==> config.mk <==
export PLATFORM = sky130hd
export DESIGN_NAME = tcce_front
export DESIGN_NICKNAME = d
export VERILOG_FILES = /design/src/rtl/tcce_pkg.sv /design/src/rtl/tcce_front.sv
export SDC_FILE = /design/constraint.sdc
export NUM_CORES = 1
export LEC_CHECK = 0
export BUFFER_PORTS_ARGS = -buffer_cell sky130_fd_sc_hd__buf_2
export CAP_MARGIN = 5
export CORE_UTILIZATION = 29
export DETAILED_ROUTE_END_ITERATION = 8
export GPL_ROUTABILITY_DRIVEN = 0
export PLACE_DENSITY = 0.9
export SYNTH_ARGS = -nofsm -noshare
export SYNTH_HDL_FRONTEND = slang
export SYNTH_SLANG_ARGS = --single-unit
export TNS_END_PERCENT = 1
==> constraint.sdc <==
create_clock -name vclk -period 1.5
set_clock_uncertainty 0.15 [all_clocks]
set_input_delay 0.15 -clock vclk [all_inputs]
set_output_delay 0.15 -clock vclk [all_outputs]
set_load 0.01 [all_outputs]
==> src/rtl/tcce_pkg.sv <==
package tcce_pkg;

    // screen geometry
    localparam int COLUMNS = 80;
    localparam int ROWS    = 25;
    localparam int CELLS   = COLUMNS * ROWS;
    localparam int AW      = $clog2(CELLS);
    localparam int CNT_W   = $clog2(CELLS + 1);

    // field widths
    localparam int MODE_W = 2;
    localparam int CODE_W = 8;
    localparam int IDX_W  = 11;
    localparam int X_W    = 7;
    localparam int Y_W    = 5;
    localparam int ATTR_W = 8;
    localparam int DATA_W = 16;
    localparam int OFF_W  = 11;

    // command queue between front and back
    localparam int QDEPTH = 2;
    localparam int QAW    = $clog2(QDEPTH);

    localparam logic [ATTR_W-1:0] RESET_ATTR = 8'h07;
    localparam logic [CODE_W-1:0] BLANK_CHAR = 8'h20;
    localparam int                TAB_STEP   = 4;

    // mode codes
    localparam logic [MODE_W-1:0] MODE_PUT   = 2'd0;
    localparam logic [MODE_W-1:0] MODE_READ  = 2'd1;
    localparam logic [MODE_W-1:0] MODE_SET   = 2'd2;
    localparam logic [MODE_W-1:0] MODE_CLEAR = 2'd3;

    // control characters and printable range
    localparam logic [CODE_W-1:0] CH_BS       = 8'd8;
    localparam logic [CODE_W-1:0] CH_TAB      = 8'd9;
    localparam logic [CODE_W-1:0] CH_LF       = 8'd10;
    localparam logic [CODE_W-1:0] CH_CR       = 8'd13;
    localparam logic [CODE_W-1:0] CH_PRINT_LO = 8'd32;
    localparam logic [CODE_W-1:0] CH_PRINT_HI = 8'd127;

    typedef enum logic [3:0] {
        OP_NOP,
        OP_PUT,
        OP_CR,
        OP_LF,
        OP_BS,
        OP_TAB,
        OP_READ,
        OP_SET,
        OP_CLEAR
    } t_op;

    typedef struct packed {
        t_op              op;
        logic [CODE_W-1:0] char_code;
        logic [IDX_W-1:0]  cell_index;
        logic [X_W-1:0]    col;
        logic [Y_W-1:0]    row;
    } t_cmd;

    typedef enum logic [1:0] {
        ST_FILL,
        ST_IDLE,
        ST_EXEC,
        ST_EMIT
    } t_state;

    // add two cell addresses modulo the store size (both below CELLS)
    function automatic logic [AW-1:0] cell_wrap(input logic [AW-1:0] a,
                                                input logic [AW-1:0] b);
        logic [AW:0] s;
        s = {1'b0, a} + {1'b0, b};
        if (s >= (AW+1)'(CELLS)) begin
            s = s - (AW+1)'(CELLS);
        end
        return s[AW-1:0];
    endfunction

endpackage

==> src/rtl/tcce_front.sv <==
module tcce_front (
    input  logic                           i_in_valid,
    output logic                           o_in_stall,
    input  logic [tcce_pkg::MODE_W-1:0]    i_mode,
    input  logic [tcce_pkg::CODE_W-1:0]    i_char_code,
    input  logic [tcce_pkg::IDX_W-1:0]     i_cell_index,
    input  logic [tcce_pkg::X_W-1:0]       i_target_column,
    input  logic [tcce_pkg::Y_W-1:0]       i_target_row,
    input  logic                           i_full,
    output logic                           o_push,
    output tcce_pkg::t_cmd                 o_cmd
);
    import tcce_pkg::*;

    t_op op;

    assign o_in_stall = i_full;
    assign o_push     = i_in_valid && !i_full;

    // classify the word into a back-end operation
    always_comb begin
        unique case (i_mode)
            MODE_PUT: begin
                unique case (i_char_code) inside
                    CH_BS:                      op = OP_BS;
                    CH_TAB:                     op = OP_TAB;
                    CH_LF:                      op = OP_LF;
                    CH_CR:                      op = OP_CR;
                    [CH_PRINT_LO:CH_PRINT_HI]:  op = OP_PUT;
                    default:                    op = OP_NOP;
                endcase
            end
            MODE_READ: op = OP_READ;
            MODE_SET:  op = OP_SET;
            default:   op = OP_CLEAR;
        endcase
    end

    // payload, cursor target saturated to the screen
    always_comb begin
        o_cmd.op         = op;
        o_cmd.char_code  = i_char_code;
        o_cmd.cell_index = i_cell_index;
        o_cmd.col        = (i_target_column > X_W'(COLUMNS - 1)) ?
                           X_W'(COLUMNS - 1) : i_target_column;
        o_cmd.row        = (i_target_row > Y_W'(ROWS - 1)) ?
                           Y_W'(ROWS - 1) : i_target_row;
    end

endmodule

# Yosys cells after proc, flatten, opt, wreduce, memory -nomap -nowiden

Cells that the tools add are included.
W data, S select, Z words.

Register bits: 0
Input port bits: 35
Output and inout bits: 37
Word-level logic and storage cells: 18

Order comparisons: 4
Equal/unequal tests: 6
Multiplexer cells: 4
Reductions and logical operators: 4

Operators with widths:

| operator             | number |
|---|---|
| $eq A8 B4 Y1 const B | 4 |
| $pmux W3 S5          | 1 |
| $pmux W4 S3          | 1 |
| $ge A8 B6 Y1 const B | 1 |
| $le A8 B7 Y1 const B | 1 |
| $gt A7 B7 Y1 const B | 1 |
| $mux W7              | 1 |
| $gt A5 B5 Y1 const B | 1 |
| $mux W5              | 1 |
| $eq A2 B1 Y1 const B | 1 |
| $eq A2 B2 Y1 const B | 1 |
| $logic_and A1 B1 Y1  | 2 |
| $logic_not A2 Y1     | 1 |
| $logic_not A1 Y1     | 1 |

# Logic depth before layout (Yosys ltp)

Depth after elaboration: 4
Gate-level depth with buffers: 5
Depth with buffers taken out: 5

# Worst setup path after synthesis

Ideal clock, no wire load.

Path kind: input -> output
Start: input i_mode[1] (netlist name)
End: output o_cmd[32] (netlist name)
Data arrival time: 943 ps
Required time: 1,200 ps
Setup slack: 257 ps
Cell stages on the path: 5
Buffers on the path: 0
Cell sequence: inv_1 -> ha_1 -> nor4b_4 -> o2111ai_1 -> a21oi_1

RTL lines:

| item            | line             | RTL |
|---|---|---|
| start, declared | tcce_front.sv:4  | `input logic [tcce_pkg::MODE_W-1:0] i_mode,` |
| end, declared   | tcce_front.sv:11 | `output tcce_pkg::t_cmd o_cmd` |

==> flow_summary.json <==
{
  "postRouteAntennaNets": 0,
  "dp_hpwl_um": 837,
  "max_freq_ghz": 0.707,
  "fin_nets": 120,
  "setup_viol": 0,
  "seq_cells": 0,
  "avgSynthCellArea_um2": 7.11,
  "synth_common_cells": "20 x buf_4, 4 x inv_1, 4 x nand2b_1",
  "holdCritPathClass": "in -> out",
  "hold_depth": 0,
  "final.setup.tns_ns": 0,
  "multiInputGateArea_um2": 213,
  "fillCellCount": 123,
  "diodes": 0,
  "crit_path_end_kind": "output port",
  "worst_pin_slew_ns": 0.384,
  "drt_iter0_drc": 7,
  "drive_gt1_share_pct": 67.9,
  "period_share_pct": 94.3,
  "status": "finished clean",
  "first_pass_iters": 2,
  "dieArea_um2": 1450,
  "post_drt_wl_per_cell_um": 9.62,
  "power_leakage_nw": 0.295,
  "cp_data_required_time_ns": 1.20,
  "grt_pass1_vias": 321,
  "synth.distinct_cells": 18,
  "grt_usage_pct": 11.0,
  "synth.area.top_cells": "buf_4 40%, ha_1 6.6%, nand2b_1 6.6%",
  "drc": 0,
  "synth_top_area_share_pct": 39.9,
  "vdd_drop_max_mv": 0.0699,
  "gr-total-overflow": 0,
  "dp.cells": 94,
  "ios": 72,
  "design.core.area_um2": 1160,
  "vias": 417,
  "nClkBuffers": 0,
  "slew_headroom_pct": 74.1,
  "crit_fanout": 2,
  "placementRows": 12,
  "cp-start-kind": "input pin",
  "maxCapViolCount": 0,
  "synth_nets": 90,
  "yosysSeqAreaShare_pct": 0,
  "hold_buffers": 0,
  "crit_arrival_ns": 1.11,
  "syn-cell-area_um2": 377,
  "yosysMostFrequentCell": "buf_4",
  "start_util_pct": 32.6,
  "die_x_um": 38.0,
  "viasPerCell": 4.39,
  "grt_max_degree": 6,
  "antenna_found_initial": 0,
  "grt_first_pass_wirelength_mm": 1.21,
  "port_buffers": 50,
  "crit_type": "in -> out",
  "rsz0062_at_grt": "false",
  "hold_violations": 0,
  "die-height_um": 38.0,
  "area_delta_synth_final_pct": 33.6,
  "postSynthCellCount": 53,
  "period_minus_slack_ns": 1.41,
  "synth_warnings": 0,
  "final_cells": 95,
  "routed_wl_um": 914,
  "power_density_nw_per_um2": 291,
  "synth_top_area_cell": "buf_4",
  "timing_max_transition_violations_final": 0,
  "seq_area_um2": 0
}
timing repair:
item	4_1_cts	5_1_grt
setup buffers	0	1
endpoints found under the setup margin	0	2
endpoints found under the hold margin	0	0
gates resized for setup	0	4
cell families after synthesis:
logic type / synth area share [%]
adders and majority gates: 6.64
xor gates and xnor gates: 2.33
AOI/OAI and AO/OA: 9.97
buffers and inverters: 46.8
and+or+nand+nor: 34.2
per-stage QoR:
step                      utilization [%]  setup WS [ns]  area [um^2]  total power, mW  hold WS, ns
final                                43.5         0.0857          503            0.146        0.150
after global routing                 43.5        0.00740          503            0.161        0.150
after CTS                            41.8        0.00134          483            0.141        0.150
after detailed placement             41.8         0.0106          483            0.141        0.150
after global placement               41.8         0.0729          483            0.138        0.150
after floorplan                         -          0.257          377            0.108        0.196
worst max-delay path, cell delays in order:
cell       delay [ns]
buf_2            0.11
inv_2            0.08
ha_4             0.13
nor4b_4          0.19
o2111ai_1        0.15
a21oi_1          0.15
buf_2            0.14
cell usage in the layout, fill, tap and decap left out:
cell,instances
buf_2,50
buf_4,1
xor2_1,1
inv_1,2
nand2b_1,4
inv_2,2
and2_1,3
o2111ai_1,1
a211oi_1,1
a21oi_1,2
o21ai_0,1
nor4b_4,1
nand2_1,1
ha_4,1
o22ai_1,1
ha_1,1
and3b_1,1
nor2b_1,3
nand3b_1,2
nor3b_1,2
final timing paths:
kind,start,to,slack [ns]
worst max-delay path,i_mode[1],o_cmd[32],0.09
worst min-delay path,i_cell_index[0],o_cmd[12],0.15
cell type report:
type | instances | share of cell area, %
repair buffers | 51 | 51.2
multi-input cells | 26 | 42.3
inverters | 4 | 2.99
well taps | 14 | 3.48
per-layer routing:
layer | up-vias | global-route usage [%] | share of wire (%)
met2 | 30 | 22.0 | 51
met3 | 4 | 3.49 | 11
li1 | 208 | - | -
met1 | 175 | 10.4 | 36
met4 | 0 | 2.68 | 0.88
met5 | - | 0 | 0
power by group:
part | internal [mW] | total, mW | switching, mW
clock network | 0 | 0 | 0
registers | 0 | 0 | 0
logic | 0.0737 | 0.146 | 0.0725
total | 0.0737 | 0.146 | 0.0725
Power figures use the tool's default switching activity.
