--- src/rtl/tcce_pkg.sv ---
package tcce_pkg;

    // screen geometry
    localparam int COLUMNS = 80;
    localparam int ROWS    = 25;
    localparam int CELLS   = COLUMNS * ROWS;
    localparam int AW      = $clog2(CELLS);
    localparam int CNT_W   = $clog2(CELLS + 1);

    // field widths
    localparam int MODE_W = 2;
    localparam int CODE_W = 8;
    localparam int IDX_W  = 11;
    localparam int X_W    = 7;
    localparam int Y_W    = 5;
    localparam int ATTR_W = 8;
    localparam int DATA_W = 16;
    localparam int OFF_W  = 11;

    // command queue between front and back
    localparam int QDEPTH = 2;
    localparam int QAW    = $clog2(QDEPTH);

    localparam logic [ATTR_W-1:0] RESET_ATTR = 8'h07;
    localparam logic [CODE_W-1:0] BLANK_CHAR = 8'h20;
    localparam int                TAB_STEP   = 4;

    // mode codes
    localparam logic [MODE_W-1:0] MODE_PUT   = 2'd0;
    localparam logic [MODE_W-1:0] MODE_READ  = 2'd1;
    localparam logic [MODE_W-1:0] MODE_SET   = 2'd2;
    localparam logic [MODE_W-1:0] MODE_CLEAR = 2'd3;

    // control characters and printable range
    localparam logic [CODE_W-1:0] CH_BS       = 8'd8;
    localparam logic [CODE_W-1:0] CH_TAB      = 8'd9;
    localparam logic [CODE_W-1:0] CH_LF       = 8'd10;
    localparam logic [CODE_W-1:0] CH_CR       = 8'd13;
    localparam logic [CODE_W-1:0] CH_PRINT_LO = 8'd32;
    localparam logic [CODE_W-1:0] CH_PRINT_HI = 8'd127;

    typedef enum logic [3:0] {
        OP_NOP,
        OP_PUT,
        OP_CR,
        OP_LF,
        OP_BS,
        OP_TAB,
        OP_READ,
        OP_SET,
        OP_CLEAR
    } t_op;

    typedef struct packed {
        t_op              op;
        logic [CODE_W-1:0] char_code;
        logic [IDX_W-1:0]  cell_index;
        logic [X_W-1:0]    col;
        logic [Y_W-1:0]    row;
    } t_cmd;

    typedef enum logic [1:0] {
        ST_FILL,
        ST_IDLE,
        ST_EXEC,
        ST_EMIT
    } t_state;

    // add two cell addresses modulo the store size (both below CELLS)
    function automatic logic [AW-1:0] cell_wrap(input logic [AW-1:0] a,
                                                input logic [AW-1:0] b);
        logic [AW:0] s;
        s = {1'b0, a} + {1'b0, b};
        if (s >= (AW+1)'(CELLS)) begin
            s = s - (AW+1)'(CELLS);
        end
        return s[AW-1:0];
    endfunction

endpackage

--- src/rtl/tcce_queue.sv ---
module tcce_queue (
    input  logic           i_clk,
    input  logic           i_rst_n,
    input  logic           i_push,
    input  tcce_pkg::t_cmd i_cmd,
    output logic           o_full,
    input  logic           i_pop,
    output tcce_pkg::t_cmd o_cmd,
    output logic           o_empty
);
    import tcce_pkg::*;

    t_cmd           r_mem [QDEPTH];
    logic [QAW-1:0] r_wr_ptr;
    logic [QAW-1:0] r_rd_ptr;
    logic [QAW:0]   r_count;

    assign o_full  = (r_count == (QAW+1)'(QDEPTH));
    assign o_empty = (r_count == '0);
    assign o_cmd   = r_mem[r_rd_ptr];

    // entry storage
    always_ff @(posedge i_clk) begin
        if (i_push) begin
            r_mem[r_wr_ptr] <= i_cmd;
        end
    end

    // pointers and fill level
    always_ff @(posedge i_clk) begin
        if (!i_rst_n) begin
            r_wr_ptr <= '0;
            r_rd_ptr <= '0;
            r_count  <= '0;
        end else begin
            if (i_push) begin
                r_wr_ptr <= r_wr_ptr + 1'b1;
            end
            if (i_pop) begin
                r_rd_ptr <= r_rd_ptr + 1'b1;
            end
            case ({i_push, i_pop})
                2'b10:   r_count <= r_count + 1'b1;
                2'b01:   r_count <= r_count - 1'b1;
                default: r_count <= r_count;
            endcase
        end
    end

endmodule

--- config.mk ---
export PLATFORM = sky130hd
export DESIGN_NAME = tcce_queue
export DESIGN_NICKNAME = d
export VERILOG_FILES = /design/src/rtl/tcce_pkg.sv /design/src/rtl/tcce_queue.sv
export SDC_FILE = /design/constraint.sdc
export NUM_CORES = 1
export LEC_CHECK = 0
export BUFFER_PORTS_ARGS = -buffer_cell sky130_fd_sc_hd__buf_2
export CAP_MARGIN = 10
export CORE_UTILIZATION = 35
export CTS_CLUSTER_SIZE = 25
export DETAILED_ROUTE_END_ITERATION = 16
export GPL_TIMING_DRIVEN = 0
export MAX_ROUTING_LAYER = met4
export PLACE_DENSITY_LB_ADDON = 0.25
export SLEW_MARGIN = 20
export SYNTH_ARGS = -nofsm -noshare
export SYNTH_HDL_FRONTEND = slang
export SYNTH_SLANG_ARGS = --single-unit
--- constraint.sdc ---
create_clock -name i_clk -period 3.3 [get_ports i_clk]
set_input_delay 0.825 -clock i_clk [delete_from_list [all_inputs] [get_ports i_clk]]
set_output_delay 0.825 -clock i_clk [all_outputs]
set_load 0.005 [all_outputs]
=== Word-level counts from Yosys, hierarchy flattened ===
Memories as Yosys holds them, arrays and structs flattened. A register that Yosys moved wholly into a read port is not among the register bits.
Cells that the tools add are included.

* Multipliers: 0
* Reduce and logical (&&, ||, !) cells: 2
* Eq/ne operators: 3
* Bitwise gates (word level): 0
* Multiplexer cells: 5
* Add/subtract/negate cells: 4
* Divide/modulo/power cells: 0
* Shifts and indexed selects: 0
* Magnitude comparators: 0

{| class="wikitable"
|+ Operators with widths
! operator !! count
|-
| 2-bit equality test (second input constant) || 2
|-
| 1-bit two-way mux || 4
|-
| 2-bit case mux with 2 select lines || 1
|-
| 1-bit adder (second input constant) || 2
|-
| 2-bit by 1-bit adder with 2-bit output (second input constant) || 1
|-
| 2-bit by 1-bit equality test with 1-bit output (second input constant) || 1
|-
| 2-bit zero test || 1
|-
| 2-bit nonzero test || 1
|-
| 2-bit by 1-bit subtractor with 2-bit output (second input constant) || 1
|}

* Latch bits: 0
* Flip-flop bits (word level): 4
* RAM bits: 70
* Output and inout port bits: 37
* Memory bits (read-only): 0
* Logic and storage cells: 18
* Input port bits: 39
* Memories kept: 1

{| class="wikitable"
|+ Memories
! memory !! words !! bits a word !! read ports !! clocked after Yosys merged registers in !! wr ports !! RTL line !! RTL
|-
| r_mem || 2 || 35 || 1 || 1 || 1 || tcce_queue.sv:13 || <nowiki>t_cmd r_mem [QDEPTH];</nowiki>
|}

=== Logic depth before layout (Yosys ltp) ===
Gate-level depths: netlist (run 1).

* Word-level depth: 3
* Depth in mapped cells: 5
* Mapped depth without buffers: 5

=== Worst setup path before layout (run 1) ===
Ideal clock, no wire load.

* Path kind: in2reg
* Start point: input port i_push
* End point: memory r_mem[0][0] (netlist name) (enable)
* Setup slack: 0.485 ns
* Required time: 2.871 ns
* Setup time: 0.429 ns
* Arrival time: 2.386 ns
* Stages on the path: 2
* Path buffers: 0
* Cells stage by stage: inv_1 > nor2_1

* Cells in the longest elaborated chain, start to end: 2

{| class="wikitable"
|+ RTL lines
! element !! RTL line !! RTL
|-
| start, declared || tcce_queue.sv:4 || <nowiki>input logic i_push,</nowiki>
|-
| 1-bit two-way mux || tcce_queue.sv:24 || <nowiki>if (i_push) begin</nowiki>
|-
| 1-bit two-way mux (implied by the code) || tcce_queue.sv:25 || <nowiki>r_mem[r_wr_ptr] <= i_cmd;</nowiki>
|-
| end, declared || tcce_queue.sv:13 ||
|}

No other way between the ends.

==> impl_metrics.prom, run 1 <==
# TYPE chip_impl_metric gauge
chip_impl_info{name="status",value="finished clean"} 1
chip_impl_metric{name="ys.warnings.count",unit=""} 0
chip_impl_metric{name="switching_share",unit=""} 0.221
chip_impl_metric{name="dieArea",unit="mm²"} 0.00816
chip_impl_metric{name="reg2reg_path_depth",unit=""} 2
chip_impl_metric{name="drive_above_1_share",unit=""} 0.594
chip_impl_metric{name="finalClockSkew",unit="ns"} 0.00595
chip_impl_metric{name="path_clk_slew",unit="ns"} 0.08
chip_impl_info{name="tritoncts_clock_tree",value="built"} 1
chip_impl_metric{name="cts_hold_buf",unit=""} 0
chip_impl_metric{name="floorplan.core_area",unit="mm²"} 0.00741
chip_impl_metric{name="grt_max_degree",unit=""} 24
chip_impl_metric{name="synthesis.nets",unit=""} 171
chip_impl_metric{name="fin_tns_setup",unit="ns"} 0
chip_impl_metric{name="reg2reg_slack",unit="ns"} 1.95
chip_impl_metric{name="power.density_cell_area",unit="mW/mm²"} 575
chip_impl_metric{name="cts_max_level",unit=""} 3
chip_impl_metric{name="period_needed",unit="ns"} 2.44
chip_impl_metric{name="postPlaceCellArea",unit="mm²"} 0.00329
chip_impl_metric{name="critical-path-max-stage-delay",unit="ns"} 0.38
chip_impl_metric{name="clkSinkCount",unit=""} 75
chip_impl_metric{name="global_route.usage.total",unit=""} 0.117
chip_impl_info{name="cp_common_cell",value="sky130_fd_sc_hd__buf_2"} 1
chip_impl_metric{name="min_period_over_period",unit=""} 0.741
chip_impl_metric{name="preCtsSetupSlack",unit="ns"} 1.17
chip_impl_info{name="clock_root_buffer",value="sky130_fd_sc_hd__clkbuf_8"} 1
chip_impl_metric{name="final_util",unit=""} 0.470
chip_impl_info{name="unrepaired_setup_endpoints_after_global_routing",value="no"} 1
chip_impl_metric{name="bufs_on_longest_clock_path",unit=""} 2
chip_impl_info{name="series_of_cell_instances_along_the_critical_path",value="buf_2 > buf_2 > mux2_2 > buf_2"} 1
chip_impl_metric{name="post_cts_resized",unit=""} 0
chip_impl_metric{name="antenna_cells",unit=""} 0
chip_impl_metric{name="synthesis.instances",unit=""} 131
chip_impl_info{name="timing.setup.critical_path_class",value="flop to primary output"} 1
chip_impl_metric{name="place.port_buffers",unit=""} 75
chip_impl_info{name="setup.worst_path.end",value="o_cmd[27]"} 1
chip_impl_info{name="critical_path.startpoint_type",value="flop"} 1
chip_impl_metric{name="achievable-frequency",unit="MHz"} 409
chip_impl_metric{name="post-route-cell-area",unit="mm²"} 0.00348
chip_impl_metric{name="count_of_final_hold_check_violations",unit=""} 0
chip_impl_metric{name="initialDrtViolationCount",unit=""} 38
chip_impl_info{name="critical_path.reg2reg.endpoint",value="r_mem[1][27]"} 1
chip_impl_metric{name="maxSlewViolCount",unit=""} 0
chip_impl_metric{name="cts_buffers",unit=""} 9
chip_impl_metric{name="route.antenna.remaining_nets",unit=""} 0
chip_impl_metric{name="wl_per_cell",unit="µm"} 13.4
chip_impl_metric{name="drc",unit=""} 0
chip_impl_metric{name="area_growth",unit="%"} 27.5
chip_impl_metric{name="grt.overflow.total",unit=""} 0
chip_impl_metric{name="die_height",unit="µm"} 90.4
chip_impl_metric{name="pin_count",unit=""} 76
chip_impl_metric{name="overall_die_width",unit="µm"} 90.4
chip_impl_metric{name="timing.critical_path.arrival",unit="ns"} 1.62
chip_impl_metric{name="tightestPinTransition",unit="ns"} 0.482
chip_impl_info{name="setup.worst_path.end_class",value="primary output"} 1
chip_impl_metric{name="viasPerCell",unit=""} 4.39
chip_impl_metric{name="maxCapViolCount",unit=""} 0
chip_impl_metric{name="synth_area",unit="mm²"} 0.00273
chip_impl_metric{name="cp.depth",unit=""} 4
chip_impl_metric{name="seq_power_share",unit=""} 0.553
chip_impl_metric{name="number_of_optimization_iterations_in_the_first_detailed_route_pass",unit=""} 3
chip_impl_metric{name="num_vias",unit=""} 1419
chip_impl_metric{name="start_util",unit=""} 0.369
chip_impl_metric{name="yosys_register_bits",unit=""} 75
chip_impl_metric{name="antenna_found_initial",unit=""} 0
chip_impl_metric{name="combinationalPowerShare",unit=""} 0.102
chip_impl_metric{name="sequential_fraction_of_the_synthesis_area",unit=""} 0.806
chip_impl_info{name="most-common-layout-cells",value="79 x sky130_fd_sc_hd__buf_2, 70 x sky130_fd_sc_hd__edfxtp_1, 35 x sky130_fd_sc_hd__mux2_2"} 1
chip_impl_info{name="critPathTopFamily",value="buffers and inverters"} 1
chip_impl_info{name="synthTopCellsByArea",value="sky130_fd_sc_hd__edfxtp_1 77%, sky130_fd_sc_hd__mux2_2 14%, sky130_fd_sc_hd__dfxtp_1 3.7%, sky130_fd_sc_hd__and2_1 0.92%, sky130_fd_sc_hd__buf_2 0.73%"} 1
chip_impl_metric{name="insertion_delay",unit="ns"} 0.33
chip_impl_metric{name="timing.hold.ws",unit="ns"} 0.518
chip_impl_metric{name="finalSetupViolCount",unit=""} 0
chip_impl_metric{name="critPathRequiredTime",unit="ns"} 2.47
chip_impl_metric{name="grt_pass1_vias",unit=""} 1484
chip_impl_metric{name="max-vdd-ir-drop",unit="µV"} 280
chip_impl_metric{name="p_switching",unit="µW"} 442
chip_impl_metric{name="cp_num_buf_inv",unit=""} 3
chip_impl_metric{name="yosys.area.top_type_share",unit=""} 0.769
chip_impl_metric{name="finalNetCount",unit=""} 259
chip_impl_metric{name="dp_hpwl",unit="µm"} 2960
chip_impl_info{name="r2r-start",value="r_wr_ptr"} 1
chip_impl_metric{name="total_leakage_power",unit="µW"} 0.00132
chip_impl_info{name="synthDominantAreaCellType",value="sky130_fd_sc_hd__edfxtp_1"} 1
chip_impl_metric{name="slew-limit-headroom",unit=""} 0.678
chip_impl_metric{name="grt_pass1_wl",unit="µm"} 7020
chip_impl_metric{name="worst_slack",unit="ns"} 0.856
chip_impl_metric{name="fp-row-count",unit=""} 31
chip_impl_metric{name="pwr-share-clk",unit=""} 0.345
chip_impl_info{name="final_common_cell",value="sky130_fd_sc_hd__buf_2"} 1
chip_impl_metric{name="synth_cell_types",unit=""} 16
chip_impl_metric{name="final_routed_wirelength_across_all_metal_layers",unit="µm"} 4340
chip_impl_metric{name="timing.critical_path.fanout_max",unit=""} 10
chip_impl_metric{name="globalplace.congestion",unit=""} 0.657
chip_impl_metric{name="internal_power",unit="µW"} 1560
chip_impl_metric{name="postCtsSetupRepairBufs",unit=""} 0
chip_impl_info{name="hold_class",value="flop to flop"} 1
chip_impl_info{name="critical-path-slowest-cell",value="sky130_fd_sc_hd__mux2_2"} 1
chip_impl_metric{name="synth_area_per_cell",unit="µm²"} 20.9
==> logic make-up after synthesis <==
kind of cell / Yosys count / synth area share
mux: 35 / 0.144
buf+inv: 5 / 0.00870
compound gates: 3 / 0.00733
fa+ha+maj: 1 / 0.00458
flops: 75 / 0.806
xor+xnor: 3 / 0.00962
simple gates: 9 / 0.0197
==> how the worst min path moves through the flow <==
stage	slack (ns)	to	start	cells past startpoint
floorplan	0.47	r_count[1]	r_count[1]	2
global placement	0.49	r_count[1]	r_count[1]	2
detailed placement	0.50	r_count[1]	r_count[1]	2
CTS	0.51	r_count[1]	r_count[1]	2
global route	0.55	r_count[1]	r_count[1]	2
finish	0.52	r_count[1]	r_count[1]	2
==> layer usage <==
metal  routed length, µm  up-vias  track usage
met4                  76        0       0.0484
met5                   0        -            -
met3                 266       10       0.0370
li1                    -      685            -
met1                1890      673        0.137
met2                2100       51        0.188
==> per-stage QoR <==
step	total power (µW)	cells
global placement	1330	305
CTS	2030	323
finish	2000	323
detailed placement	1340	307
global route	2090	323
floorplan	1240	131
==> power by group through the flow <==
stage / sequential [µW] / clock, µW / combinational [µW]
after floorplan: 1130 / 0 / 108
after global placement: 1130 / 0 / 199
after detailed placement: 1130 / 0 / 211
after CTS: 1110 / 712 / 212
after global routing: 1110 / 748 / 227
final: 1110 / 691 / 205
==> Yosys cell counts (all sizes together) <==
master and number:
edfxtp 70, or3 1, o21a 1, mux2 35, a21boi 1, xor2 1, inv 1, and2 4
xnor2 2, ha 1, dfxtp 5, nor2b 1, o21ai 1, and2b 1, nor2 2, buf 4
==> cell type report <==
type	instances	area, µm²
Multi-Input combinational cell	51	515
Clock buffer	9	124
Tap cell	99	124
Buffer	4	20.0
Timing Repair Buffer	77	423
Clock inverter	7	72.6
Inverter	1	3.75
Fill cell	664	3920
Sequential cell	75	2200
==> state kept, by name, indices dropped and copies added (netlist names), named ones only <==
| name | count |
|---|---|
| r_mem | 70 |
| r_rd_ptr | 1 |
| r_count | 2 |
| r_wr_ptr | 1 |
==> worst reg2reg max path, cell delays in order (launching register included) <==
cell and delay (ns):
sky130_fd_sc_hd__dfxtp_1 0.38, sky130_fd_sc_hd__and2_2 0.44, sky130_fd_sc_hd__buf_16 0.22
Note: power is estimated with default switching activity, not from simulation.
==> run 2: changes to the inputs <==
- clock period: 3.3 -> 2.4 ns (I/O delays scaled with it)
==> run 2 against run 1 <==
  * Final cell count is the same
  * Hold slack lost 0.070 ns
  * Combinational power grew 37%
  * First-iteration DRC count grew 7.9%
  * Largest power group unchanged
  * Non-clock buffer count is the same
  * Global-route usage grew 0.21 points
  * Count of clock-buffer cells in the layout grew 1
  * Utilization grew 0.19 points
  * Total power grew 42%
  * Die area is the same
  * Final area grew 0.40%
==> impl_metrics.prom, run 2 (same netlist as run 1, synthesis figures left out) <==
# TYPE chip_impl_metric gauge
chip_impl_info{name="status",value="finished clean"} 1
chip_impl_metric{name="dp_hpwl",unit="µm"} 2970
chip_impl_metric{name="slew-limit-headroom",unit=""} 0.707
chip_impl_metric{name="cts_max_level",unit=""} 3
chip_impl_info{name="critical_path.reg2reg.endpoint",value="r_mem[1][15]"} 1
chip_impl_metric{name="timing.hold.ws",unit="ns"} 0.449
chip_impl_metric{name="path_clk_slew",unit="ns"} 0.08
chip_impl_metric{name="seqCellArea",unit="mm²"} 0.00220
chip_impl_metric{name="tightestPinTransition",unit="ns"} 0.438
chip_impl_metric{name="initialDrtViolationCount",unit=""} 41
chip_impl_metric{name="total_leakage_power",unit="µW"} 0.00132
chip_impl_info{name="critical_path.startpoint_type",value="flop"} 1
chip_impl_metric{name="route.antenna.remaining_nets",unit=""} 0
chip_impl_info{name="cp_common_cell",value="sky130_fd_sc_hd__buf_2"} 1
chip_impl_metric{name="multiInputGateArea",unit="µm²"} 515
chip_impl_metric{name="numPlacedInstances",unit=""} 307
chip_impl_metric{name="die_height",unit="µm"} 90.4
chip_impl_metric{name="area_growth",unit="%"} 28.0
chip_impl_metric{name="dieArea",unit="mm²"} 0.00816
chip_impl_info{name="hold_class",value="input pin to flop"} 1
chip_impl_metric{name="grt.overflow.total",unit=""} 0
chip_impl_metric{name="final_routed_wirelength_across_all_metal_layers",unit="µm"} 4430
chip_impl_metric{name="cp_num_buf_inv",unit=""} 3
chip_impl_metric{name="achievable-frequency",unit="MHz"} 450
chip_impl_info{name="unrepaired_setup_endpoints_after_global_routing",value="no"} 1
chip_impl_metric{name="start_util",unit=""} 0.369
chip_impl_metric{name="period_needed",unit="ns"} 2.22
chip_impl_metric{name="num_vias",unit=""} 1432
chip_impl_metric{name="finalClockSkew",unit="ns"} 0.00524
chip_impl_metric{name="cp.depth",unit=""} 4
chip_impl_info{name="setup.worst_path.end_class",value="primary output"} 1
chip_impl_metric{name="global_route.usage.total",unit=""} 0.119
chip_impl_metric{name="final_util",unit=""} 0.472
chip_impl_info{name="final_common_cell",value="sky130_fd_sc_hd__buf_2"} 1
chip_impl_info{name="clock_root_buffer",value="sky130_fd_sc_hd__clkbuf_8"} 1
chip_impl_metric{name="finish.cell_count_without_fillers",unit=""} 323
chip_impl_metric{name="number_of_optimization_iterations_in_the_first_detailed_route_pass",unit=""} 3
chip_impl_metric{name="antenna_cells",unit=""} 0
chip_impl_info{name="series_of_cell_instances_along_the_critical_path",value="buf_2 > buf_2 > mux2_2 > buf_2"} 1
chip_impl_info{name="biggestRegsByFlops",value="r_mem (70), r_count (2)"} 1
chip_impl_metric{name="reg2reg_slack",unit="ns"} 1.10
chip_impl_metric{name="drive_above_1_share",unit=""} 0.598
chip_impl_metric{name="reg2reg_path_depth",unit=""} 2
chip_impl_info{name="timing.setup.critical_path_class",value="flop to primary output"} 1
chip_impl_metric{name="timing.critical_path.arrival",unit="ns"} 1.62
chip_impl_metric{name="postPlaceCellArea",unit="mm²"} 0.00328
chip_impl_metric{name="critical-path-max-stage-delay",unit="ns"} 0.37
chip_impl_metric{name="finalNetCount",unit=""} 259
chip_impl_metric{name="postCtsSetupRepairBufs",unit=""} 0
chip_impl_metric{name="insertion_delay",unit="ns"} 0.33
chip_impl_metric{name="grt_pass1_vias",unit=""} 1447
chip_impl_metric{name="floorplan.core_area",unit="mm²"} 0.00741
chip_impl_metric{name="post_cts_resized",unit=""} 0
chip_impl_metric{name="maxSlewViolCount",unit=""} 0
chip_impl_metric{name="place.port_buffers",unit=""} 75
chip_impl_metric{name="wl_per_cell",unit="µm"} 13.7
chip_impl_metric{name="count_of_final_hold_check_violations",unit=""} 0
chip_impl_metric{name="fin_tns_setup",unit="ns"} 0
chip_impl_metric{name="clkSinkCount",unit=""} 75
chip_impl_metric{name="overall_die_width",unit="µm"} 90.4
chip_impl_metric{name="final.fill_count",unit=""} 658
chip_impl_metric{name="cts_hold_buf",unit=""} 0
chip_impl_metric{name="critPathRequiredTime",unit="ns"} 1.80
chip_impl_info{name="tritoncts_clock_tree",value="built"} 1
chip_impl_metric{name="antenna_found_initial",unit=""} 0
chip_impl_metric{name="power.density_cell_area",unit="mW/mm²"} 811
chip_impl_metric{name="post-route-cell-area",unit="mm²"} 0.00350
chip_impl_info{name="largest_register",value="r_mem"} 1
chip_impl_info{name="critical-path-slowest-cell",value="sky130_fd_sc_hd__mux2_2"} 1
chip_impl_info{name="critPathTopFamily",value="buffers and inverters"} 1
chip_impl_metric{name="fp-row-count",unit=""} 31
chip_impl_metric{name="largest_register_ffs",unit=""} 70
chip_impl_metric{name="grt_pass1_wl",unit="µm"} 7020
chip_impl_info{name="r2r-start",value="r_wr_ptr"} 1
chip_impl_info{name="setup.worst_path.end",value="o_cmd[4]"} 1
chip_impl_metric{name="timing.critical_path.fanout_max",unit=""} 10
chip_impl_metric{name="globalplace.congestion",unit=""} 0.666
chip_impl_metric{name="viasPerCell",unit=""} 4.43
chip_impl_info{name="most-common-layout-cells",value="79 x sky130_fd_sc_hd__buf_2, 70 x sky130_fd_sc_hd__edfxtp_1, 35 x sky130_fd_sc_hd__mux2_2"} 1
chip_impl_metric{name="max-vdd-ir-drop",unit="µV"} 472
chip_impl_metric{name="grt_max_degree",unit=""} 25
chip_impl_metric{name="maxCapViolCount",unit=""} 0
chip_impl_metric{name="drc",unit=""} 0
chip_impl_metric{name="hold_path_depth",unit=""} 1
chip_impl_metric{name="bufs_on_longest_clock_path",unit=""} 2
chip_impl_metric{name="pin_count",unit=""} 76
chip_impl_metric{name="finalSetupViolCount",unit=""} 0
chip_impl_metric{name="cts_buffers",unit=""} 9
chip_impl_metric{name="min_period_over_period",unit=""} 0.926
==> run 2: worst min path at each step <==
stage | startpoint | to | slack (ns)
floorplan | r_count[1] | r_count[1] | 0.47
global placement | r_count[1] | r_count[1] | 0.49
detailed placement | r_count[1] | r_count[1] | 0.53
CTS | i_cmd[32] | r_mem[1][32] | 0.43
global route | i_cmd[25] | r_mem[0][25] | 0.43
finish | i_cmd[25] | r_mem[0][25] | 0.45
==> run 2: layout make-up <==
class                   count  area share
plain buffers               4     0.00572
clock buffers              10      0.0365
clock inverters             6      0.0258
inverters                   1     0.00107
multi-input cells          51       0.147
flip-flops and latches     75       0.629
well taps                  99      0.0354
repair buffers             77       0.119
==> run 2: per-layer routing <==
| layer | track usage | up-vias | routed length (µm) |
|---|---|---|---|
| met2 | 0.192 | 43 | 2250 |
| met3 | 0.0244 | 9 | 173 |
| met4 | 0.0806 | 0 | 88 |
| li1 | - | 684 | - |
| met1 | 0.135 | 696 | 1920 |
| met5 | - | - | 0 |
==> run 2: stage by stage <==
step	worst slack [ns]	power (µW)
floorplan	0.420	1700
global placement	-0.294	1830
detailed placement	0.495	1840
CTS	0.113	2880
global route	0.0643	2960
finish	0.178	2840
==> run 2: worst register-to-register path: stages (launching register included) <==
cell	delay [ns]
sky130_fd_sc_hd__dfxtp_1	0.38
sky130_fd_sc_hd__and2_2	0.38
sky130_fd_sc_hd__buf_12	0.23
==> run 2: power by group <==
part           switching [µW]  internal [µW]
clock network             448            587
registers                18.0           1510
logic                     127            153
==> run 3: changes to the inputs <==
- CTS_CLUSTER_SIZE: 25 -> default
- PLACE_DENSITY_LB_ADDON: 0.25 -> default
==> run 3 against run 2 <==
  * Clock skew up 0.0026 ns
  * Setup slack got worse by 0.049 ns
  * Clock power fell by 11%
  * Final cell count unchanged
  * Sequential cell count stayed put
  * Hold slack worse by 0.0052 ns
  * Non-clock buffer count is the same
  * Utilization decreased by 0.14 points
==> impl_metrics.prom, run 3 (same netlist as run 1, synthesis figures left out) <==
# TYPE chip_impl_metric gauge
chip_impl_metric{name="floorplan.core_area",unit="mm²"} 0.00741
chip_impl_info{name="biggestRegsByFlops",value="r_mem (70), r_count (2)"} 1
chip_impl_info{name="critical_path.reg2reg.endpoint",value="r_mem[1][23]"} 1
chip_impl_metric{name="power.density_cell_area",unit="mW/mm²"} 784
chip_impl_metric{name="route.antenna.remaining_nets",unit=""} 0
chip_impl_metric{name="postPlaceCellArea",unit="mm²"} 0.00330
chip_impl_metric{name="combinationalPowerShare",unit=""} 0.105
chip_impl_info{name="hold_class",value="input pin to flop"} 1
chip_impl_metric{name="die_height",unit="µm"} 90.4
chip_impl_metric{name="min_period_over_period",unit=""} 0.946
chip_impl_metric{name="timing.hold.ws",unit="ns"} 0.444
chip_impl_metric{name="critPathRequiredTime",unit="ns"} 1.80
chip_impl_metric{name="globalplace.congestion",unit=""} 0.718
chip_impl_info{name="timing.setup.critical_path_class",value="flop to primary output"} 1
chip_impl_metric{name="p_switching",unit="µW"} 599
chip_impl_metric{name="antenna_cells",unit=""} 0
chip_impl_metric{name="grt.overflow.total",unit=""} 0
chip_impl_metric{name="overall_die_width",unit="µm"} 90.4
chip_impl_metric{name="maxCapViolCount",unit=""} 0
chip_impl_info{name="largest_register",value="r_mem"} 1
chip_impl_metric{name="place.port_buffers",unit=""} 75
chip_impl_metric{name="path_clk_slew",unit="ns"} 0.08
chip_impl_info{name="final_common_cell",value="sky130_fd_sc_hd__buf_2"} 1
chip_impl_metric{name="final.fill_count",unit=""} 660
chip_impl_metric{name="global_route.usage.total",unit=""} 0.125
chip_impl_metric{name="finalNetCount",unit=""} 259
chip_impl_metric{name="number_of_optimization_iterations_in_the_first_detailed_route_pass",unit=""} 4
chip_impl_metric{name="switching_share",unit=""} 0.219
chip_impl_info{name="most-common-layout-cells",value="79 x sky130_fd_sc_hd__buf_2, 70 x sky130_fd_sc_hd__edfxtp_1, 35 x sky130_fd_sc_hd__mux2_2"} 1
chip_impl_info{name="setup.worst_path.end_class",value="primary output"} 1
chip_impl_info{name="unrepaired_setup_endpoints_after_global_routing",value="no"} 1
chip_impl_metric{name="num_vias",unit=""} 1438
chip_impl_metric{name="achievable-frequency",unit="MHz"} 440
chip_impl_metric{name="max-vdd-ir-drop",unit="µV"} 373
chip_impl_metric{name="total_leakage_power",unit="µW"} 0.00132
chip_impl_metric{name="dieArea",unit="mm²"} 0.00816
chip_impl_metric{name="maxSlewViolCount",unit=""} 0
chip_impl_metric{name="cts_buffers",unit=""} 9
chip_impl_metric{name="seq_power_share",unit=""} 0.557
chip_impl_metric{name="initialDrtViolationCount",unit=""} 81
chip_impl_metric{name="fp-row-count",unit=""} 31
chip_impl_metric{name="wl_met3",unit="µm"} 262
chip_impl_metric{name="timing.critical_path.arrival",unit="ns"} 1.67
chip_impl_metric{name="postCtsSetupRepairBufs",unit=""} 0
chip_impl_metric{name="post_cts_resized",unit=""} 0
chip_impl_metric{name="drc",unit=""} 0
chip_impl_metric{name="viasPerCell",unit=""} 4.45
chip_impl_metric{name="start_util",unit=""} 0.369
chip_impl_metric{name="count_of_final_hold_check_violations",unit=""} 0
chip_impl_info{name="critical_path.startpoint_type",value="flop"} 1
chip_impl_metric{name="grt_pass1_vias",unit=""} 1470
chip_impl_metric{name="grt_max_degree",unit=""} 22
chip_impl_info{name="routed.top_layer",value="met4"} 1
chip_impl_info{name="clock_root_buffer",value="sky130_fd_sc_hd__clkbuf_8"} 1
chip_impl_metric{name="finalClockSkew",unit="ns"} 0.00780
chip_impl_metric{name="wl_per_cell",unit="µm"} 14.2
chip_impl_metric{name="pin_count",unit=""} 76
chip_impl_info{name="r2r-start",value="r_wr_ptr"} 1
chip_impl_info{name="status",value="finished clean"} 1
chip_impl_metric{name="met2_wire_length",unit="µm"} 2260
chip_impl_metric{name="reg2reg_path_depth",unit=""} 2
chip_impl_metric{name="insertion_delay",unit="ns"} 0.34
chip_impl_metric{name="period_needed",unit="ns"} 2.27
chip_impl_metric{name="drive_above_1_share",unit=""} 0.598
chip_impl_metric{name="area_growth",unit="%"} 27.7
chip_impl_metric{name="p_total",unit="µW"} 2740
chip_impl_metric{name="dp_hpwl",unit="µm"} 2990
chip_impl_metric{name="tightestPinTransition",unit="ns"} 0.565
chip_impl_metric{name="post-route-cell-area",unit="mm²"} 0.00349
chip_impl_metric{name="finalSetupViolCount",unit=""} 0
chip_impl_metric{name="cts_max_level",unit=""} 3
chip_impl_metric{name="reg2reg_slack",unit="ns"} 1.01
chip_impl_metric{name="pwr-share-clk",unit=""} 0.339
chip_impl_info{name="tritoncts_clock_tree",value="built"} 1
chip_impl_metric{name="cts_hold_buf",unit=""} 0
chip_impl_metric{name="grt_pass1_wl",unit="µm"} 7270
chip_impl_metric{name="internal_power",unit="µW"} 2140
chip_impl_metric{name="antenna_found_initial",unit=""} 0
chip_impl_metric{name="final_routed_wirelength_across_all_metal_layers",unit="µm"} 4590
chip_impl_metric{name="slew-limit-headroom",unit=""} 0.623
chip_impl_metric{name="met1Wirelength",unit="µm"} 2010
chip_impl_info{name="setup.worst_path.end",value="o_cmd[4]"} 1
chip_impl_metric{name="largest_register_ffs",unit=""} 70
chip_impl_metric{name="clkSinkCount",unit=""} 75
chip_impl_metric{name="bufs_on_longest_clock_path",unit=""} 2
chip_impl_metric{name="timing.critical_path.fanout_max",unit=""} 10
[run 3: cell count changes in the layout (fill, tap and decap cells not counted)]
cell / previous run / this run
sky130_fd_sc_hd__clkinv_1: 0 / 1
sky130_fd_sc_hd__clkinv_2: 1 / 2
sky130_fd_sc_hd__bufinv_16: 2 / 1
sky130_fd_sc_hd__clkbuf_1: 1 / 0
sky130_fd_sc_hd__buf_12: 2 / 0
sky130_fd_sc_hd__buf_16: 0 / 2
[run 3: worst min path at each step]
| stage | from | cells after the start | end | slack, ns |
|---|---|---|---|---|
| after floorplan | r_count[1] | 2 | r_count[1] | 0.47 |
| after global placement | r_count[1] | 2 | r_count[1] | 0.48 |
| after detailed placement | r_count[1] | 2 | r_count[1] | 0.50 |
| after CTS | i_cmd[25] | 1 | r_mem[1][25] | 0.42 |
| after global routing | i_cmd[34] | 1 | r_mem[1][34] | 0.41 |
| final | i_cmd[9] | 1 | r_mem[1][9] | 0.44 |
[run 3: routing by layer]
layer	up-vias	global-route usage
li1	684	-
met2	56	0.196
met1	694	0.138
met5	-	-
met4	0	0.0659
met3	4	0.0497
[run 3: critical path, stage by stage, from the launching register on]
cell                      delay [ns]
sky130_fd_sc_hd__dfxtp_1        0.30
sky130_fd_sc_hd__buf_2          0.21
sky130_fd_sc_hd__buf_2          0.30
sky130_fd_sc_hd__mux2_2         0.39
sky130_fd_sc_hd__buf_2          0.13
[run 3: cell type report]
| type | count | area (µm²) | area share |
|---|---|---|---|
| inverter | 1 | 3.75 | 0.00108 |
| clock inverter | 7 | 68.8 | 0.0197 |
| tap | 99 | 124 | 0.0355 |
| buffer | 4 | 20.0 | 0.00574 |
| timing repair buffer | 77 | 430 | 0.123 |
| multi-input combinational | 51 | 515 | 0.148 |
| sequential | 75 | 2200 | 0.631 |
| clock buffer | 9 | 124 | 0.0355 |
[run 3: metrics by stage]
step / cells / worst slack (ns) / setup TNS (ns) / util
after global routing: 323 / 0.0173 / 0 / 0.471
after floorplan: 131 / 0.420 / 0 / -
after global placement: 305 / -0.288 / -13.53 / 0.437
final: 323 / 0.129 / 0 / 0.471
after detailed placement: 307 / 0.464 / 0 / 0.445
after CTS: 323 / 0.0688 / 0 / 0.471
[run 3: power groups by stage]
| stage | clock, µW | combinational (µW) | sequential (µW) |
|---|---|---|---|
| 3_5_place_dp | 0 | 293 | 1550 |
| 6_report | 927 | 286 | 1520 |
| 5_1_grt | 1020 | 315 | 1530 |
| 2_1_floorplan | 0 | 149 | 1550 |
| 3_3_place_gp | 0 | 275 | 1550 |
| 4_1_cts | 966 | 295 | 1520 |
